File: config.mk
export PLATFORM = sky130hd
export DESIGN_NAME = cd_sector_sync_offset_finder_core_flat
export DESIGN_NICKNAME = d
export VERILOG_FILES = /design/src/rtl/core/cdsso_pkg.sv /design/src/rtl/core/cdsso_in_if.sv /design/src/rtl/core/cdsso_out_if.sv /design/src/rtl/core/cdsso_datapath.sv /design/src/rtl/core/cdsso_ctrl.sv /design/src/rtl/core/cd_sector_sync_offset_finder_core.sv /design/src/flat_wrapper.sv
export SDC_FILE = /design/constraint.sdc
export NUM_CORES = 1
export LEC_CHECK = 0
export CORE_MARGIN = 4
export CORE_UTILIZATION = 64
export DETAILED_ROUTE_END_ITERATION = 8
export DONT_BUFFER_PORTS = 1
export PLACE_DENSITY_LB_ADDON = 0.1
export SKIP_LAST_GASP = 1
export SLEW_MARGIN = 20
export SYNTH_ARGS = -nofsm -noshare
export SYNTH_HDL_FRONTEND = slang
export SYNTH_HIERARCHICAL = 1
export SYNTH_SLANG_ARGS = --single-unit
File: constraint.sdc
create_clock -name clk_i -period 30.1 [get_ports clk_i]
set_input_delay 1.505 -clock clk_i [delete_from_list [all_inputs] [get_ports clk_i]]
set_output_delay 1.505 -clock clk_i [all_outputs]
set_load 0.02 [all_outputs]
File: src/rtl/core/cdsso_pkg.sv
// Package for the CD sector sync offset finder.
// Shared types, control/status structs and fixed constants.
// No dependencies.
package cdsso_pkg;

  // Register and index widths.
  localparam int unsigned IdxW = 13;

  // Reset value of the search window register.
  localparam logic [IdxW-1:0] WindowReset = 13'd4704;

  // Sync pattern: one edge byte, ten fill bytes, one edge byte.
  localparam int unsigned  SyncLen  = 12;
  localparam logic [7:0]   SyncEdge = 8'h00;
  localparam logic [7:0]   SyncFill = 8'hFF;

  // Header scrambler seed.
  localparam logic [14:0]  ScrSeed = 15'h0001;

  // Time code to sector conversion.
  localparam logic [13:0]  SecPerMin   = 14'd60;
  localparam logic [20:0]  FramesPerSec = 21'd75;
  localparam logic [20:0]  LeadIn      = 21'd150;
  localparam logic [12:0]  SectorBytes = 13'd2352;

  // Latency of the offset arithmetic pipeline, in cycles.
  localparam logic [2:0]   CalcCycles = 3'd5;

  // Result status codes.
  typedef enum logic [1:0] {
    StFound  = 2'd0,
    StNoSync = 2'd1,
    StTrunc  = 2'd2
  } status_e;

  // Commands from the controller to the datapath.
  typedef struct packed {
    logic    push;        // shift the byte into history, advance the index
    logic    hdr_start;   // capture the sync position, reseed the scrambler
    logic    hdr_push;    // descramble and store one header byte
    logic    restart;     // clear the buffer index for a new buffer
    logic    load_fail;   // load an error result
    status_e fail_code;
    logic    load_found;  // load the computed result
  } dp_cmd_t;

  // Status from the datapath to the controller.
  typedef struct packed {
    logic idx_ge_win;     // current index already at or past the window
    logic idx_end_win;    // current byte is the last one inside the window
    logic sync_match;     // current byte completes a sync pattern
    logic hdr_third;      // current header byte is the third one
  } dp_stat_t;

endpackage

File: src/rtl/core/cdsso_in_if.sv
// Input channel of the CD sector sync offset finder: one raw byte per transfer.
// Stand-alone interface, no dependencies.
interface cdsso_in_if;
  logic       valid;
  logic       ready;
  logic [7:0] data_byte;
  logic       last_byte;

  modport source (output valid, output data_byte, output last_byte, input ready);
  modport sink   (input valid, input data_byte, input last_byte, output ready);
endinterface

File: src/rtl/core/cdsso_out_if.sv
// Result channel of the CD sector sync offset finder: one result per buffer.
// Stand-alone interface, no dependencies.
interface cdsso_out_if;
  logic               valid;
  logic               ready;
  logic [1:0]         status;
  logic [12:0]        sync_position;
  logic [7:0]         minute_bcd;
  logic [7:0]         second_bcd;
  logic [7:0]         frame_bcd;
  logic signed [31:0] byte_offset;
  logic signed [29:0] sample_offset;

  modport source (output valid, output status, output sync_position, output minute_bcd,
                  output second_bcd, output frame_bcd, output byte_offset,
                  output sample_offset, input ready);
  modport sink   (input valid, input status, input sync_position, input minute_bcd,
                  input second_bcd, input frame_bcd, input byte_offset,
                  input sample_offset, output ready);
endinterface

File: src/rtl/core/cdsso_datapath.sv
// Datapath: window register, byte history, header descrambler, offset pipeline
// and result register. Depends on cdsso_pkg; driven by cdsso_ctrl commands.
module cdsso_datapath import cdsso_pkg::*; #(
  parameter int unsigned MaxWindow = 4704
) (
  input  logic               clk_i,
  input  logic               rst_ni,
  input  logic               cfg_we_i,
  input  logic [IdxW-1:0]    cfg_wdata_i,
  input  logic [7:0]         data_byte_i,
  input  dp_cmd_t            cmd_i,
  output dp_stat_t           stat_o,
  output status_e            status_o,
  output logic [IdxW-1:0]    sync_position_o,
  output logic [7:0]         minute_bcd_o,
  output logic [7:0]         second_bcd_o,
  output logic [7:0]         frame_bcd_o,
  output logic signed [31:0] byte_offset_o,
  output logic signed [29:0] sample_offset_o
);

  localparam logic [IdxW:0] MaxWin = (IdxW+1)'(MaxWindow);

  // Advance the scrambler by eight bit steps.
  function automatic logic [14:0] scr_adv8(input logic [14:0] s);
    logic [14:0] r;
    r = s;
    for (int j = 0; j < 8; j++) begin
      r = {r[0] ^ r[1], r[14:1]};
    end
    return r;
  endfunction

  // Binary value of a two-digit BCD byte.
  function automatic logic [7:0] bcd_val(input logic [7:0] b);
    return 8'({4'b0, b[7:4]} * 8'd10) + {4'b0, b[3:0]};
  endfunction

  logic [IdxW-1:0]    win_q;
  logic [IdxW-1:0]    idx_q;
  logic [7:0]         recent_q [11];
  logic [IdxW-1:0]    found_q;
  logic [23:0]        header_q;
  logic [14:0]        scr_q;
  logic [1:0]         hdr_cnt_q;
  logic [7:0]         m_q, s_q, f_q;
  logic [13:0]        ms_q;
  logic signed [20:0] sector_q;
  logic signed [31:0] prod_q;
  logic signed [31:0] boff_q;
  logic [IdxW:0]      win_eff;
  logic [IdxW:0]      idx_next;
  logic               match;
  logic signed [31:0] boff_adj;
  logic signed [31:0] soff_full;

  // Effective window, limited to the synthesized maximum.
  assign win_eff  = ({1'b0, win_q} > MaxWin) ? MaxWin : {1'b0, win_q};
  assign idx_next = {1'b0, idx_q} + 1'b1;

  // Sync detection over the eleven previous bytes and the current one.
  always_comb begin
    match = (idx_q >= IdxW'(SyncLen - 1)) && (data_byte_i == SyncEdge) &&
            (recent_q[0] == SyncEdge);
    for (int k = 1; k < 11; k++) begin
      match = match && (recent_q[k] == SyncFill);
    end
  end

  assign stat_o.idx_ge_win  = ({1'b0, idx_q} >= win_eff);
  assign stat_o.idx_end_win = (idx_next >= win_eff);
  assign stat_o.sync_match  = match;
  assign stat_o.hdr_third   = (hdr_cnt_q == 2'd2);

  // Window register, buffer index and header byte count.
  always_ff @(posedge clk_i or negedge rst_ni) begin
    if (!rst_ni) begin
      win_q     <= WindowReset;
      idx_q     <= '0;
      hdr_cnt_q <= '0;
    end else begin
      if (cfg_we_i) begin
        win_q <= cfg_wdata_i;
      end
      if (cmd_i.restart) begin
        idx_q <= '0;
      end else if (cmd_i.push && (idx_q != '1)) begin
        idx_q <= idx_q + 1'b1;
      end
      if (cmd_i.hdr_start) begin
        hdr_cnt_q <= '0;
      end else if (cmd_i.hdr_push) begin
        hdr_cnt_q <= hdr_cnt_q + 1'b1;
      end
    end
  end

  // Byte history, sync position and descrambled header.
  always_ff @(posedge clk_i) begin
    if (cmd_i.push) begin
      for (int k = 0; k < 10; k++) begin
        recent_q[k] <= recent_q[k+1];
      end
      recent_q[10] <= data_byte_i;
    end
    if (cmd_i.hdr_start) begin
      found_q  <= idx_q - IdxW'(SyncLen - 1);
      header_q <= '0;
      scr_q    <= ScrSeed;
    end else if (cmd_i.hdr_push) begin
      header_q <= {header_q[15:0], data_byte_i ^ scr_q[7:0]};
      scr_q    <= scr_adv8(scr_q);
    end
  end

  // Offset pipeline; inputs hold still while the controller waits it out.
  always_ff @(posedge clk_i) begin
    m_q      <= bcd_val(header_q[23:16]);
    s_q      <= bcd_val(header_q[15:8]);
    f_q      <= bcd_val(header_q[7:0]);
    ms_q     <= 14'(m_q) * SecPerMin + 14'(s_q);
    sector_q <= $signed(21'(ms_q) * FramesPerSec + 21'(f_q) - LeadIn);
    prod_q   <= $signed(32'(sector_q) * 32'(SectorBytes));
    boff_q   <= $signed({{(32-IdxW){1'b0}}, found_q}) - prod_q;
  end

  // Divide by four, rounding toward zero.
  assign boff_adj  = boff_q + $signed({30'b0, {2{boff_q[31]}}});
  assign soff_full = boff_adj >>> 2;

  // Result register.
  always_ff @(posedge clk_i) begin
    if (cmd_i.load_fail) begin
      status_o        <= cmd_i.fail_code;
      sync_position_o <= '0;
      minute_bcd_o    <= '0;
      second_bcd_o    <= '0;
      frame_bcd_o     <= '0;
      byte_offset_o   <= '0;
      sample_offset_o <= '0;
    end else if (cmd_i.load_found) begin
      status_o        <= StFound;
      sync_position_o <= found_q;
      minute_bcd_o    <= header_q[23:16];
      second_bcd_o    <= header_q[15:8];
      frame_bcd_o     <= header_q[7:0];
      byte_offset_o   <= boff_q;
      sample_offset_o <= soff_full[29:0];
    end
  end

endmodule

File: src/rtl/core/cdsso_ctrl.sv
// Controller: search phase state machine, arithmetic wait and result handshake.
// Depends on cdsso_pkg; commands cdsso_datapath.
module cdsso_ctrl import cdsso_pkg::*; (
  input  logic     clk_i,
  input  logic     rst_ni,
  input  logic     in_valid_i,
  input  logic     in_last_i,
  output logic     in_ready_o,
  output logic     out_valid_o,
  input  logic     out_ready_i,
  input  dp_stat_t stat_i,
  output dp_cmd_t  cmd_o
);

  typedef enum logic [2:0] {
    S_SEARCH,
    S_HEADER,
    S_DONE,
    S_CALC,
    S_EMIT
  } state_e;

  state_e     state_q, state_d;
  logic [2:0] cnt_q, cnt_d;
  logic       last_q, last_d;
  logic       out_valid_q, out_valid_d;
  logic       slot_free;
  logic       accept;

  assign slot_free   = !out_valid_q || out_ready_i;
  assign in_ready_o  = ((state_q == S_SEARCH) || (state_q == S_HEADER) ||
                        (state_q == S_DONE)) && slot_free;
  assign accept      = in_valid_i && in_ready_o;
  assign out_valid_o = out_valid_q;

  // Next state and datapath commands.
  always_comb begin
    cmd_o       = '0;
    state_d     = state_q;
    cnt_d       = cnt_q;
    last_d      = last_q;
    out_valid_d = out_valid_q && !out_ready_i;
    case (state_q)
      S_SEARCH, S_HEADER: begin
        if (accept) begin
          if (stat_i.idx_ge_win) begin
            cmd_o.load_fail = 1'b1;
            cmd_o.fail_code = (state_q == S_HEADER) ? StTrunc : StNoSync;
            state_d         = S_DONE;
          end else if (state_q == S_SEARCH) begin
            cmd_o.push = 1'b1;
            if (stat_i.sync_match) begin
              cmd_o.hdr_start = 1'b1;
              state_d         = S_HEADER;
            end
            if (in_last_i || stat_i.idx_end_win) begin
              cmd_o.load_fail = 1'b1;
              cmd_o.fail_code = stat_i.sync_match ? StTrunc : StNoSync;
              state_d         = S_DONE;
            end
          end else begin
            cmd_o.hdr_push = 1'b1;
            if (stat_i.hdr_third) begin
              state_d = S_CALC;
              cnt_d   = '0;
              last_d  = in_last_i;
            end else begin
              cmd_o.push = 1'b1;
              if (in_last_i || stat_i.idx_end_win) begin
                cmd_o.load_fail = 1'b1;
                cmd_o.fail_code = StTrunc;
                state_d         = S_DONE;
              end
            end
          end
          // A marked last byte always starts a new buffer.
          if (in_last_i) begin
            cmd_o.restart = 1'b1;
            if (state_d != S_CALC) begin
              state_d = S_SEARCH;
            end
          end
        end
      end
      S_DONE: begin
        if (accept && in_last_i) begin
          cmd_o.restart = 1'b1;
          state_d       = S_SEARCH;
        end
      end
      S_CALC: begin
        cnt_d = cnt_q + 1'b1;
        if (cnt_q == CalcCycles - 1'b1) begin
          state_d = S_EMIT;
        end
      end
      S_EMIT: begin
        if (slot_free) begin
          cmd_o.load_found = 1'b1;
          state_d          = last_q ? S_SEARCH : S_DONE;
        end
      end
      default: begin
        state_d = S_SEARCH;
      end
    endcase
    if (cmd_o.load_fail || cmd_o.load_found) begin
      out_valid_d = 1'b1;
    end
  end

  // State and registered outputs.
  always_ff @(posedge clk_i or negedge rst_ni) begin
    if (!rst_ni) begin
      state_q     <= S_SEARCH;
      cnt_q       <= '0;
      last_q      <= 1'b0;
      out_valid_q <= 1'b0;
    end else begin
      state_q     <= state_d;
      cnt_q       <= cnt_d;
      last_q      <= last_d;
      out_valid_q <= out_valid_d;
    end
  end

`ifndef SYNTHESIS
  // A completed header always hands over to the arithmetic wait.
  a_hdr_to_calc: assert property (@(posedge clk_i) disable iff (!rst_ni)
    (accept && (state_q == S_HEADER) && stat_i.hdr_third && !stat_i.idx_ge_win)
    |=> (state_q == S_CALC))
    else $error("completed header did not start the offset computation");

  // A pending result is never dropped without a transfer.
  a_out_hold: assert property (@(posedge clk_i) disable iff (!rst_ni)
    (out_valid_q && !out_ready_i) |=> out_valid_q)
    else $error("pending result dropped without a transfer");

  // A new result is only loaded into a free or draining slot.
  a_load_free: assert property (@(posedge clk_i) disable iff (!rst_ni)
    (cmd_o.load_fail || cmd_o.load_found) |-> slot_free)
    else $error("result loaded over an untaken result");

  // The arithmetic wait never runs past the pipeline latency.
  a_calc_cnt: assert property (@(posedge clk_i) disable iff (!rst_ni)
    (state_q == S_CALC) |-> (cnt_q < CalcCycles))
    else $error("offset wait counter overran");
`endif

endmodule

File: src/rtl/core/cd_sector_sync_offset_finder_core.sv
// Channel   Direction  Transfer moves
// byte_i    in         one raw buffer byte and its last-byte mark
// result_o  out        status, sync position, header and offsets of one buffer
// cfg       in         search window write, taken on any cycle cfg_we_i is high
//
// Bytes are taken one per cycle while the block searches or collects the header.
// The byte that completes the header blocks input while the five-stage offset
// pipeline (BCD, minutes, sector, multiply, subtract) runs and its result loads.
// Error results load directly on the deciding byte; input stalls only while a
// result waits untaken. Reset clears the search state and the window to 4704.
// Top level of the CD sector sync offset finder; depends on cdsso_pkg, the two
// channel interfaces, cdsso_ctrl and cdsso_datapath.
module cd_sector_sync_offset_finder_core import cdsso_pkg::*; #(
  parameter int unsigned MAX_WINDOW = 4704
) (
  input  logic            clk_i,
  input  logic            rst_ni,
  input  logic            cfg_we_i,
  input  logic [IdxW-1:0] cfg_wdata_i,
  cdsso_in_if.sink        byte_i,
  cdsso_out_if.source     result_o
);

  dp_cmd_t  cmd;
  dp_stat_t stat;
  status_e  status;

  // Control.
  cdsso_ctrl u_ctrl (
    .clk_i       (clk_i),
    .rst_ni      (rst_ni),
    .in_valid_i  (byte_i.valid),
    .in_last_i   (byte_i.last_byte),
    .in_ready_o  (byte_i.ready),
    .out_valid_o (result_o.valid),
    .out_ready_i (result_o.ready),
    .stat_i      (stat),
    .cmd_o       (cmd)
  );

  // Data.
  cdsso_datapath #(
    .MaxWindow (MAX_WINDOW)
  ) u_datapath (
    .clk_i           (clk_i),
    .rst_ni          (rst_ni),
    .cfg_we_i        (cfg_we_i),
    .cfg_wdata_i     (cfg_wdata_i),
    .data_byte_i     (byte_i.data_byte),
    .cmd_i           (cmd),
    .stat_o          (stat),
    .status_o        (status),
    .sync_position_o (result_o.sync_position),
    .minute_bcd_o    (result_o.minute_bcd),
    .second_bcd_o    (result_o.second_bcd),
    .frame_bcd_o     (result_o.frame_bcd),
    .byte_offset_o   (result_o.byte_offset),
    .sample_offset_o (result_o.sample_offset)
  );

  assign result_o.status = status;

endmodule

File: src/flat_wrapper.sv
// flat-port wrapper written by rule: the top's interface ports become plain ports
module cd_sector_sync_offset_finder_core_flat import cdsso_pkg::*;
#(
  parameter int unsigned MAX_WINDOW = 4704
)
  (clk_i, rst_ni, cfg_we_i, cfg_wdata_i, byte_i_valid, byte_i_data_byte, byte_i_last_byte, byte_i_ready, result_o_valid, result_o_status, result_o_sync_position, result_o_minute_bcd, result_o_second_bcd, result_o_frame_bcd, result_o_byte_offset, result_o_sample_offset, result_o_ready);
  cdsso_in_if byte_i_i ();
  cdsso_out_if result_o_i ();
  input  logic clk_i;
  input  logic rst_ni;
  input  logic cfg_we_i;
  input  logic [IdxW-1:0] cfg_wdata_i;
  input wire logic [$bits(byte_i_i.valid)-1:0] byte_i_valid;
  input wire logic [$bits(byte_i_i.data_byte)-1:0] byte_i_data_byte;
  input wire logic [$bits(byte_i_i.last_byte)-1:0] byte_i_last_byte;
  output wire logic [$bits(byte_i_i.ready)-1:0] byte_i_ready;
  output wire logic [$bits(result_o_i.valid)-1:0] result_o_valid;
  output wire logic [$bits(result_o_i.status)-1:0] result_o_status;
  output wire logic [$bits(result_o_i.sync_position)-1:0] result_o_sync_position;
  output wire logic [$bits(result_o_i.minute_bcd)-1:0] result_o_minute_bcd;
  output wire logic [$bits(result_o_i.second_bcd)-1:0] result_o_second_bcd;
  output wire logic [$bits(result_o_i.frame_bcd)-1:0] result_o_frame_bcd;
  output wire logic [$bits(result_o_i.byte_offset)-1:0] result_o_byte_offset;
  output wire logic [$bits(result_o_i.sample_offset)-1:0] result_o_sample_offset;
  input wire logic [$bits(result_o_i.ready)-1:0] result_o_ready;
  assign byte_i_i.valid = byte_i_valid;
  assign byte_i_i.data_byte = byte_i_data_byte;
  assign byte_i_i.last_byte = byte_i_last_byte;
  assign byte_i_ready = byte_i_i.ready;
  assign result_o_valid = result_o_i.valid;
  assign result_o_status = result_o_i.status;
  assign result_o_sync_position = result_o_i.sync_position;
  assign result_o_minute_bcd = result_o_i.minute_bcd;
  assign result_o_second_bcd = result_o_i.second_bcd;
  assign result_o_frame_bcd = result_o_i.frame_bcd;
  assign result_o_byte_offset = result_o_i.byte_offset;
  assign result_o_sample_offset = result_o_i.sample_offset;
  assign result_o_i.ready = result_o_ready;
  cd_sector_sync_offset_finder_core #(.MAX_WINDOW(MAX_WINDOW)) u_core (.clk_i(clk_i), .rst_ni(rst_ni), .cfg_we_i(cfg_we_i), .cfg_wdata_i(cfg_wdata_i), .byte_i(byte_i_i), .result_o(result_o_i));
endmodule
==> qor.txt, run 1 <==
Status -> complete, no violations
Reg2reg end -> u_core/u_datapath/status_o[0]$_SDFFCE_PN0P_
Busiest grt layer -> met2
H-tree depth -> 2
Synth area leader -> dfxtp_1
Cts hold-fix bufs -> 0
Final hold violation count -> 0
CTS max path bufs -> 3
Die height -> 192 microns
DRC Markers -> 0
Syn nets -> 2390
CP required -> 30.39 ns
Met1 Track Usage GR -> 28.2%
Origin of the critical flop-to-flop path -> u_core/u_datapath/win_q[0]$_DFFE_PN0P_
Least-Margin Pin Slew -> 1.11 ns
Hold WS -> 0.335 ns
Yosys reg bits -> 396
Die area -> 36800 sq um
Cts repair resizes -> 0
Synth-to-layout area growth -> 8.24%
First-pass GRT wire length -> 66.3 mm
Sequential share of the synthesized area -> 42.2%
Max_cap viols -> 0
Die width -> 192 microns
DP Area -> 22000 sq um
RSZ-0062 raised after global routing -> false
Main area contributors after synthesis -> dfxtp_1, edfxtp_1, ha_1, fa_1, mux2i_1
Share of the synthesized area in the top cell type -> 23.8%
DR vias/cell -> 5.42
Reg2reg path depth -> 19
Fin. max-slew vios -> 0
Rel. slew slack -> 26.1%
Setup slack at placement -> 23.53 ns
Routed Antenna Nets -> 0
Cells after DPL -> 2443
I/O pins -> 130
Finished Layout Cells -> 2520
Fin crit period -> 6.57 ns
Finished Core Util -> 70.0%
Power density over cell area -> 109 nW/um^2
Final nets -> 2382
GR Util met2 -> 37.7%
Total clock sinks -> 396
CORE AREA -> 33400 sq um
CP Class -> register to register
CP Max Fanout -> 82
Final Instance Area -> 23400 sq um
Setup Skew -> 0.0400 ns
TritonCTS buffer count -> 42
Total power -> 2.55 mW
Post-Route WL -> 39.7 mm
Port bufs -> 0
Syn avg cell area -> 10.6 sq um
Total gr overflow -> 0
Largest net degree at the start of global routing -> 92
Initial core utilization -> 64.7%
Routed len/inst -> 15.7 microns
Initial antenna violation count -> 0
RD Place Congestion -> 0.847
Clock root buffer -> clkbuf_16
Synth cell types -> 77
Post-Synthesis Cells -> 2047
Final worst slack -> 23.53 ns
Vias in the first global route -> 13.8k
DRT Pass-1 Iters -> 4
DPL Wire Length -> 30.0 mm
Ys async rst share -> 9.09%
Period Utilization, post-route -> 21.8%
Crit end category -> register
Drt initial violations -> 666
Synthesized cell area -> 21600 sq um
Via count -> 13.7k
Worst-Skew Late Latency -> 0.58 ns
Worst Hold End -> u_core/u_datapath/ms_q[0]$_DFF_P_
Critical Path AT -> 6.86 ns
Synth warn -> 6
Clock-pin slew on the worst setup and hold paths -> 0.06 ns
Hold path cells -> 0
Maximum operating frequency -> 152 MHz
Pleak -> 10.2 nW
Share of cells above drive strength 1 -> 5.26%
Beginning of the worst hold path -> u_core/u_datapath/s_q[0]$_DFF_P_
TritonCTS clock tree -> built
Overall routing resource usage -> 21.9%
# rows -> 67
Final setup fails -> 0
Grt met3 use -> 4.71%
Diode count -> 0
Number of synthesized flops with an enable pin -> 103
Maximum VDD drop -> 0.0947 mV
CP Launch Type -> register
Post-CTS Setup Bufs -> 0
Worst min path class -> register to register
Synth Flop Type -> dfxtp_1
R2r setup slk -> 23.53 ns
Sum Neg Setup Slack -> 0 ns
-- power breakdown --
part	leakage [nW]	internal [mW]	switching, mW	total [mW]
logic	5.97	0.611	0.731	1.34
registers	3.52	0.645	0.0661	0.711
clock network	0.671	0.289	0.210	0.499
-- state kept, by name (all words and copies together) (netlist names), 8 cells and up --
signal / count
u_core/u_datapath/scr_q: 15
u_core/u_datapath/boff_q: 32
u_core/u_datapath/frame_bcd_o: 8
u_core/u_datapath/minute_bcd_o: 8
u_core/u_datapath/ms_q: 14
u_core/u_datapath/second_bcd_o: 8
u_core/u_datapath/m_q: 8
u_core/u_datapath/found_q: 13
u_core/u_datapath/s_q: 8
u_core/u_datapath/idx_q: 13
u_core/u_datapath/sync_position_o: 13
u_core/u_datapath/win_q: 13
u_core/u_datapath/byte_offset_o: 32
u_core/u_datapath/prod_q: 28
u_core/u_datapath/f_q: 8
u_core/u_datapath/header_q: 24
u_core/u_datapath/sample_offset_o: 30
u_core/u_datapath/sector_q: 21
u_core/u_datapath/recent_q: 88
-- synthesized netlist by cell type (19+ instances only) --
cell	instances
ha_1	218
clkbuf_1	45
xnor2_1	108
o21ai_0	62
dfxtp_1	257
dfrtp_1	32
a21oi_1	69
nor4_1	19
nor2b_1	24
nand3_1	21
nand4_1	25
a211oi_1	56
nand2b_1	19
a21o_1	27
inv_1	252
nor2_1	206
mux2i_1	95
edfxtp_1	103
xor2_1	49
nand2_1	73
fa_1	98
-- kinds of logic after synthesis --
logic type / synth area share (%)
compound gates: 8.56
xor+xnor: 6.35
fa+ha+maj: 21.7
buf+inv: 5.52
flops: 42.2
mux: 5.07
simple gates: 10.6
-- routing by layer --
layer / vias to the layer above / wire length [microns]
met3: 53 / 2330
met1: 6448 / 17700
met5: - / 0
li1: 6939 / -
met2: 229 / 18800
met4: 0 / 753
-- cell type report --
cell class | instances | area [sq um]
tap | 448 | 561
clock buffer | 62 | 1240
multi-input combinational | 1339 | 11300
timing repair buffer | 7 | 52.6
fill | 2482 | 10000
inverter | 253 | 950
sequential | 396 | 9140
clock inverter | 15 | 140
-- worst max path at each step --
stage                                                             end  cells after the start                                    from
final                     u_core/u_datapath/status_o[0]$_SDFFCE_PN0P_                     19  u_core/u_datapath/win_q[0]$_DFFE_PN0P_
after CTS                 u_core/u_datapath/status_o[1]$_SDFFCE_PN0P_                     18  u_core/u_datapath/win_q[0]$_DFFE_PN0P_
after global routing      u_core/u_datapath/status_o[1]$_SDFFCE_PN0P_                     18  u_core/u_datapath/win_q[0]$_DFFE_PN0P_
after floorplan                u_core/u_datapath/idx_q[9]$_DFFE_PN0P_                     20  u_core/u_datapath/win_q[0]$_DFFE_PN0P_
after global placement    u_core/u_datapath/status_o[0]$_SDFFCE_PN0P_                     18  u_core/u_datapath/win_q[0]$_DFFE_PN0P_
after detailed placement  u_core/u_datapath/status_o[0]$_SDFFCE_PN0P_                     18  u_core/u_datapath/win_q[0]$_DFFE_PN0P_
-- critical path: stages (launching register included) --
cell and delay (ns):
dfrtp_1 0.38, or3_1 0.38, o311a_1 0.29, o31a_1 0.25, o31ai_1 0.77, and2_1 0.26, ha_1 0.14, nand2b_1 0.10
a21o_1 0.12, a21o_1 0.11, a211oi_1 0.07, o21bai_1 0.18, a211oi_1 0.11, o21a_1 0.19, o21ai_0 0.84, a21oi_1 0.22
nor3_4 0.79, buf_4 0.80, nor2_1 0.12, inv_1 0.13
-- placed cells by master (no fill, tap or decap), types with 12 or more instances in the layout --
cell	n
dfxtp_1	257
inv_1	252
ha_1	218
nor2_1	205
xnor2_1	108
edfxtp_1	103
fa_1	98
mux2i_1	95
nand2_1	73
a21oi_1	69
o21ai_0	62
a211oi_1	56
xor2_1	49
clkbuf_16	43
dfrtp_1	32
a21o_1	27
nand4_1	25
nor2b_1	24
nand3_1	21
nand2b_1	19
nor4_1	18
nor3_1	17
or3_1	17
o21a_1	14
mux2_2	12
Note: power is estimated with default switching activity, not from simulation.
==> run 2, diff against run 1 <==
Settings changed: CORE_UTILIZATION 64 to 58.
Clock period 30.1 ns to 6 ns, I/O delays scaled along.
==> run 2 against run 1 <==
Net effect:
- count of clock-buffer cells in the layout is 9 lower
- sequential power rose to 5.0 times the previous value
- sequential cell count unchanged
- via count grew 1.1%
- wire length increased by 1.6%
- hold slack lost 0.29 ns
- die area increased by 9.9%
- clock power rose to 4.8 times the previous value
- core utilization shrank 5.5 points
- design area grew 1.1%
- critical endpoint is now u_core/u_datapath/header_q[19]$_SDFFE_PP0P_
- highest routed layer is now met5
==> qor.txt, run 2 (synthesis gave the netlist of run 1 again) <==
Clock-pin slew on the worst setup and hold paths -> 0.06 ns (about the same)
Crit end category -> register (unchanged)
Busiest grt layer -> met2 (unchanged)
Origin of the critical flop-to-flop path -> u_core/u_datapath/win_q[2]$_DFFE_PN0P_ (was u_core/u_datapath/win_q[0]$_DFFE_PN0P_)
CP Launch Type -> register (unchanged)
Fin crit period -> 5.12 ns (was 6.57 ns)
Worst min path class -> primary input to register (was register to register)
DRT Pass-1 Iters -> 5 (was 4)
Worst-Skew Late Latency -> 0.57 ns (was 0.58 ns)
Final Instance Area -> 23700 sq um (was 23400 sq um)
Initial antenna violation count -> 1 (was 0)
CTS max path bufs -> 3 (unchanged)
Share of cells above drive strength 1 -> 5.11% (was 5.26%)
DRC Markers -> 0 (unchanged)
CP Max Fanout -> 58 (was 82)
Power density over cell area -> 534 nW/um^2 (was 109 nW/um^2)
Post-CTS Setup Bufs -> 0 (unchanged)
Total clock sinks -> 396 (unchanged)
Largest net degree at the start of global routing -> 129 (was 92)
Final worst slack -> 0.885 ns (was 23.53 ns)
Grt met3 use -> 4.30% (was 4.71%)
Met1 Track Usage GR -> 26.4% (was 28.2%)
Diode count -> 0 (unchanged)
Final hold violation count -> 0 (unchanged)
DP Area -> 22200 sq um (was 22000 sq um)
Status -> complete, no violations (unchanged)
Hold WS -> 0.0406 ns (was 0.335 ns)
CP Launch Point -> u_core/u_datapath/win_q[2]$_DFFE_PN0P_ (was u_core/u_datapath/win_q[0]$_DFFE_PN0P_)
Routed Antenna Nets -> 0 (unchanged)
Port bufs -> 0 (unchanged)
Vias in the first global route -> 13.8k (about the same)
CP Class -> register to register (unchanged)
Biggest registers after layout -> u_core/u_datapath/recent_q: 88 flops, u_core/u_datapath/boff_q: 32 flops, u_core/u_datapath/byte_offset_o: 32 flops (unchanged)
Max reg flops -> 88 (unchanged)
Via count -> 13.8k (was 13.7k)
I/O pins -> 130 (unchanged)
Post-Route WL -> 40.3 mm (was 39.7 mm)
Final nets -> 2406 (was 2382)
Maximum operating frequency -> 195 MHz (was 152 MHz)
Synth-to-layout area growth -> 9.48% (was 8.24%)
Routed len/inst -> 15.7 microns (about the same)
H-tree depth -> 2 (unchanged)
Period Utilization, post-route -> 85.3% (was 21.8%)
Max_cap viols -> 0 (unchanged)
Most common cell after layout, fill and taps aside -> dfxtp_1 (unchanged)
Beginning of the worst hold path -> result_o_ready (was u_core/u_datapath/s_q[0]$_DFF_P_)
First-pass GRT wire length -> 67.9 mm (was 66.3 mm)
TritonCTS buffer count -> 41 (was 42)
Rel. slew slack -> 45.8% (was 26.1%)
CORE AREA -> 36700 sq um (was 33400 sq um)
Initial core utilization -> 59.0% (was 64.7%)
RSZ-0062 raised after global routing -> false (unchanged)
GR Util met2 -> 33.9% (was 37.7%)
Clock root buffer -> clkbuf_16 (unchanged)
Overall routing resource usage -> 20.0% (was 21.9%)
Least-Margin Pin Slew -> 0.808 ns (was 1.11 ns)
Pleak -> 10.3 nW (was 10.2 nW)
Maximum VDD drop -> 0.480 mV (was 0.0947 mV)
Final setup fails -> 0 (unchanged)
Sum Neg Setup Slack -> 0 ns (unchanged)
Total gr overflow -> 0 (unchanged)
Largest Register -> u_core/u_datapath/recent_q (unchanged)
Die height -> 201 microns (was 192 microns)
TritonCTS clock tree -> built (unchanged)
RD Place Congestion -> 0.848 (was 0.847)
# rows -> 70 (was 67)
Commonest cells after routing, fill and taps aside -> dfxtp_1, inv_1, ha_1 (unchanged)
Die area -> 40500 sq um (was 36800 sq um)
Setup Skew -> 0.0145 ns (was 0.0400 ns)
DR vias/cell -> 5.40 (was 5.42)
Drt initial violations -> 672 (was 666)
Fin. max-slew vios -> 0 (unchanged)
CP required -> 6.42 ns (was 30.39 ns)
Die width -> 201 microns (was 192 microns)
Critical Path AT -> 5.54 ns (was 6.86 ns)
Finished Core Util -> 64.6% (was 70.0%)
Setup slack at placement -> 0.963 ns (was 23.53 ns)
DPL Wire Length -> 30.1 mm (was 30.0 mm)
==> run 2: cell types whose count changed in the layout (fill, tap and decap cells not counted), moves of 2 or more <==
cell and delta:
dlygate4sd3_1 +25, clkbuf_8 -7, buf_12 +4, buf_4 -4, clkbuf_1 +2, clkbuf_16 -2
clkinv_4 +2
==> run 2: worst max-delay path, stage by stage (launching register included) <==
cell      delay, ns
dfrtp_1        0.40
or3_1          0.39
o311a_1        0.33
o31a_1         0.31
o31ai_4        0.40
and2_4         0.24
ha_4           0.19
nand2b_4       0.13
a21o_1         0.15
a21o_1         0.17
a211oi_2       0.17
o21bai_1       0.09
a211oi_1       0.23
o21a_1         0.18
o21ai_1        0.28
nor4_2         0.33
buf_4          0.60
mux2i_1        0.28
nor2_1         0.06
==> run 2: metal layers <==
layer | vias up | share of wire [%]
met2 | 220 | 48
met5 | - | 0.020
met4 | 2 | 1.6
li1 | 6994 | -
met1 | 6558 | 45
met3 | 46 | 5.3
==> run 2: path summary, 6_finish.rpt <==
| path | slack, ns | depth (start not counted) | to |
|---|---|---|---|
| min | 0.04 | 2 | u_core/u_ctrl/state_q[2]$_DFFE_PN0P_ |
| max | 0.88 | 18 | u_core/u_datapath/header_q[19]$_SDFFE_PP0P_ |
| min in group asynchronous | 0.18 | 2 | u_core/u_ctrl/cnt_q[1]$_DFFE_PN0P_ |
| max reg2reg | 0.88 | 18 | u_core/u_datapath/header_q[19]$_SDFFE_PP0P_ |
| max in group asynchronous | 5.54 | 2 | u_core/u_datapath/win_q[6]$_DFFE_PN1P_ |
| min reg2reg | 0.33 | 0 | u_core/u_datapath/ms_q[0]$_DFF_P_ |
==> run 2: per-stage QoR <==
stage / instances / power (mW)
final: 2560 / 12.7
after CTS: 2560 / 12.8
after global placement: 2462 / 10.2
after floorplan: 2047 / 9.06
after detailed placement: 2462 / 10.3
after global routing: 2560 / 14.0
==> run 2: layout make-up <==
class | instances | area (sq um)
fillers | 2940 | 13000
multi-input cells | 1339 | 11400
flip-flops and latches | 396 | 9140
clock buffers | 53 | 1090
inverters | 253 | 950
well taps | 468 | 586
repair buffers | 32 | 353
clock inverters | 19 | 181
==> run 2: power breakdown <==
| group | switching [mW] | internal [mW] | total (mW) |
|---|---|---|---|
| logic | 3.63 | 3.08 | 6.71 |
| clock network | 1.04 | 1.34 | 2.38 |
| registers | 0.329 | 3.23 | 3.56 |
==> run 2: what timing repair did <==
action | 4_1_cts | 5_1_grt
hold endpoints to repair | 67 | 0
hold buffers | 26 | 0
resized for setup | 0 | 0
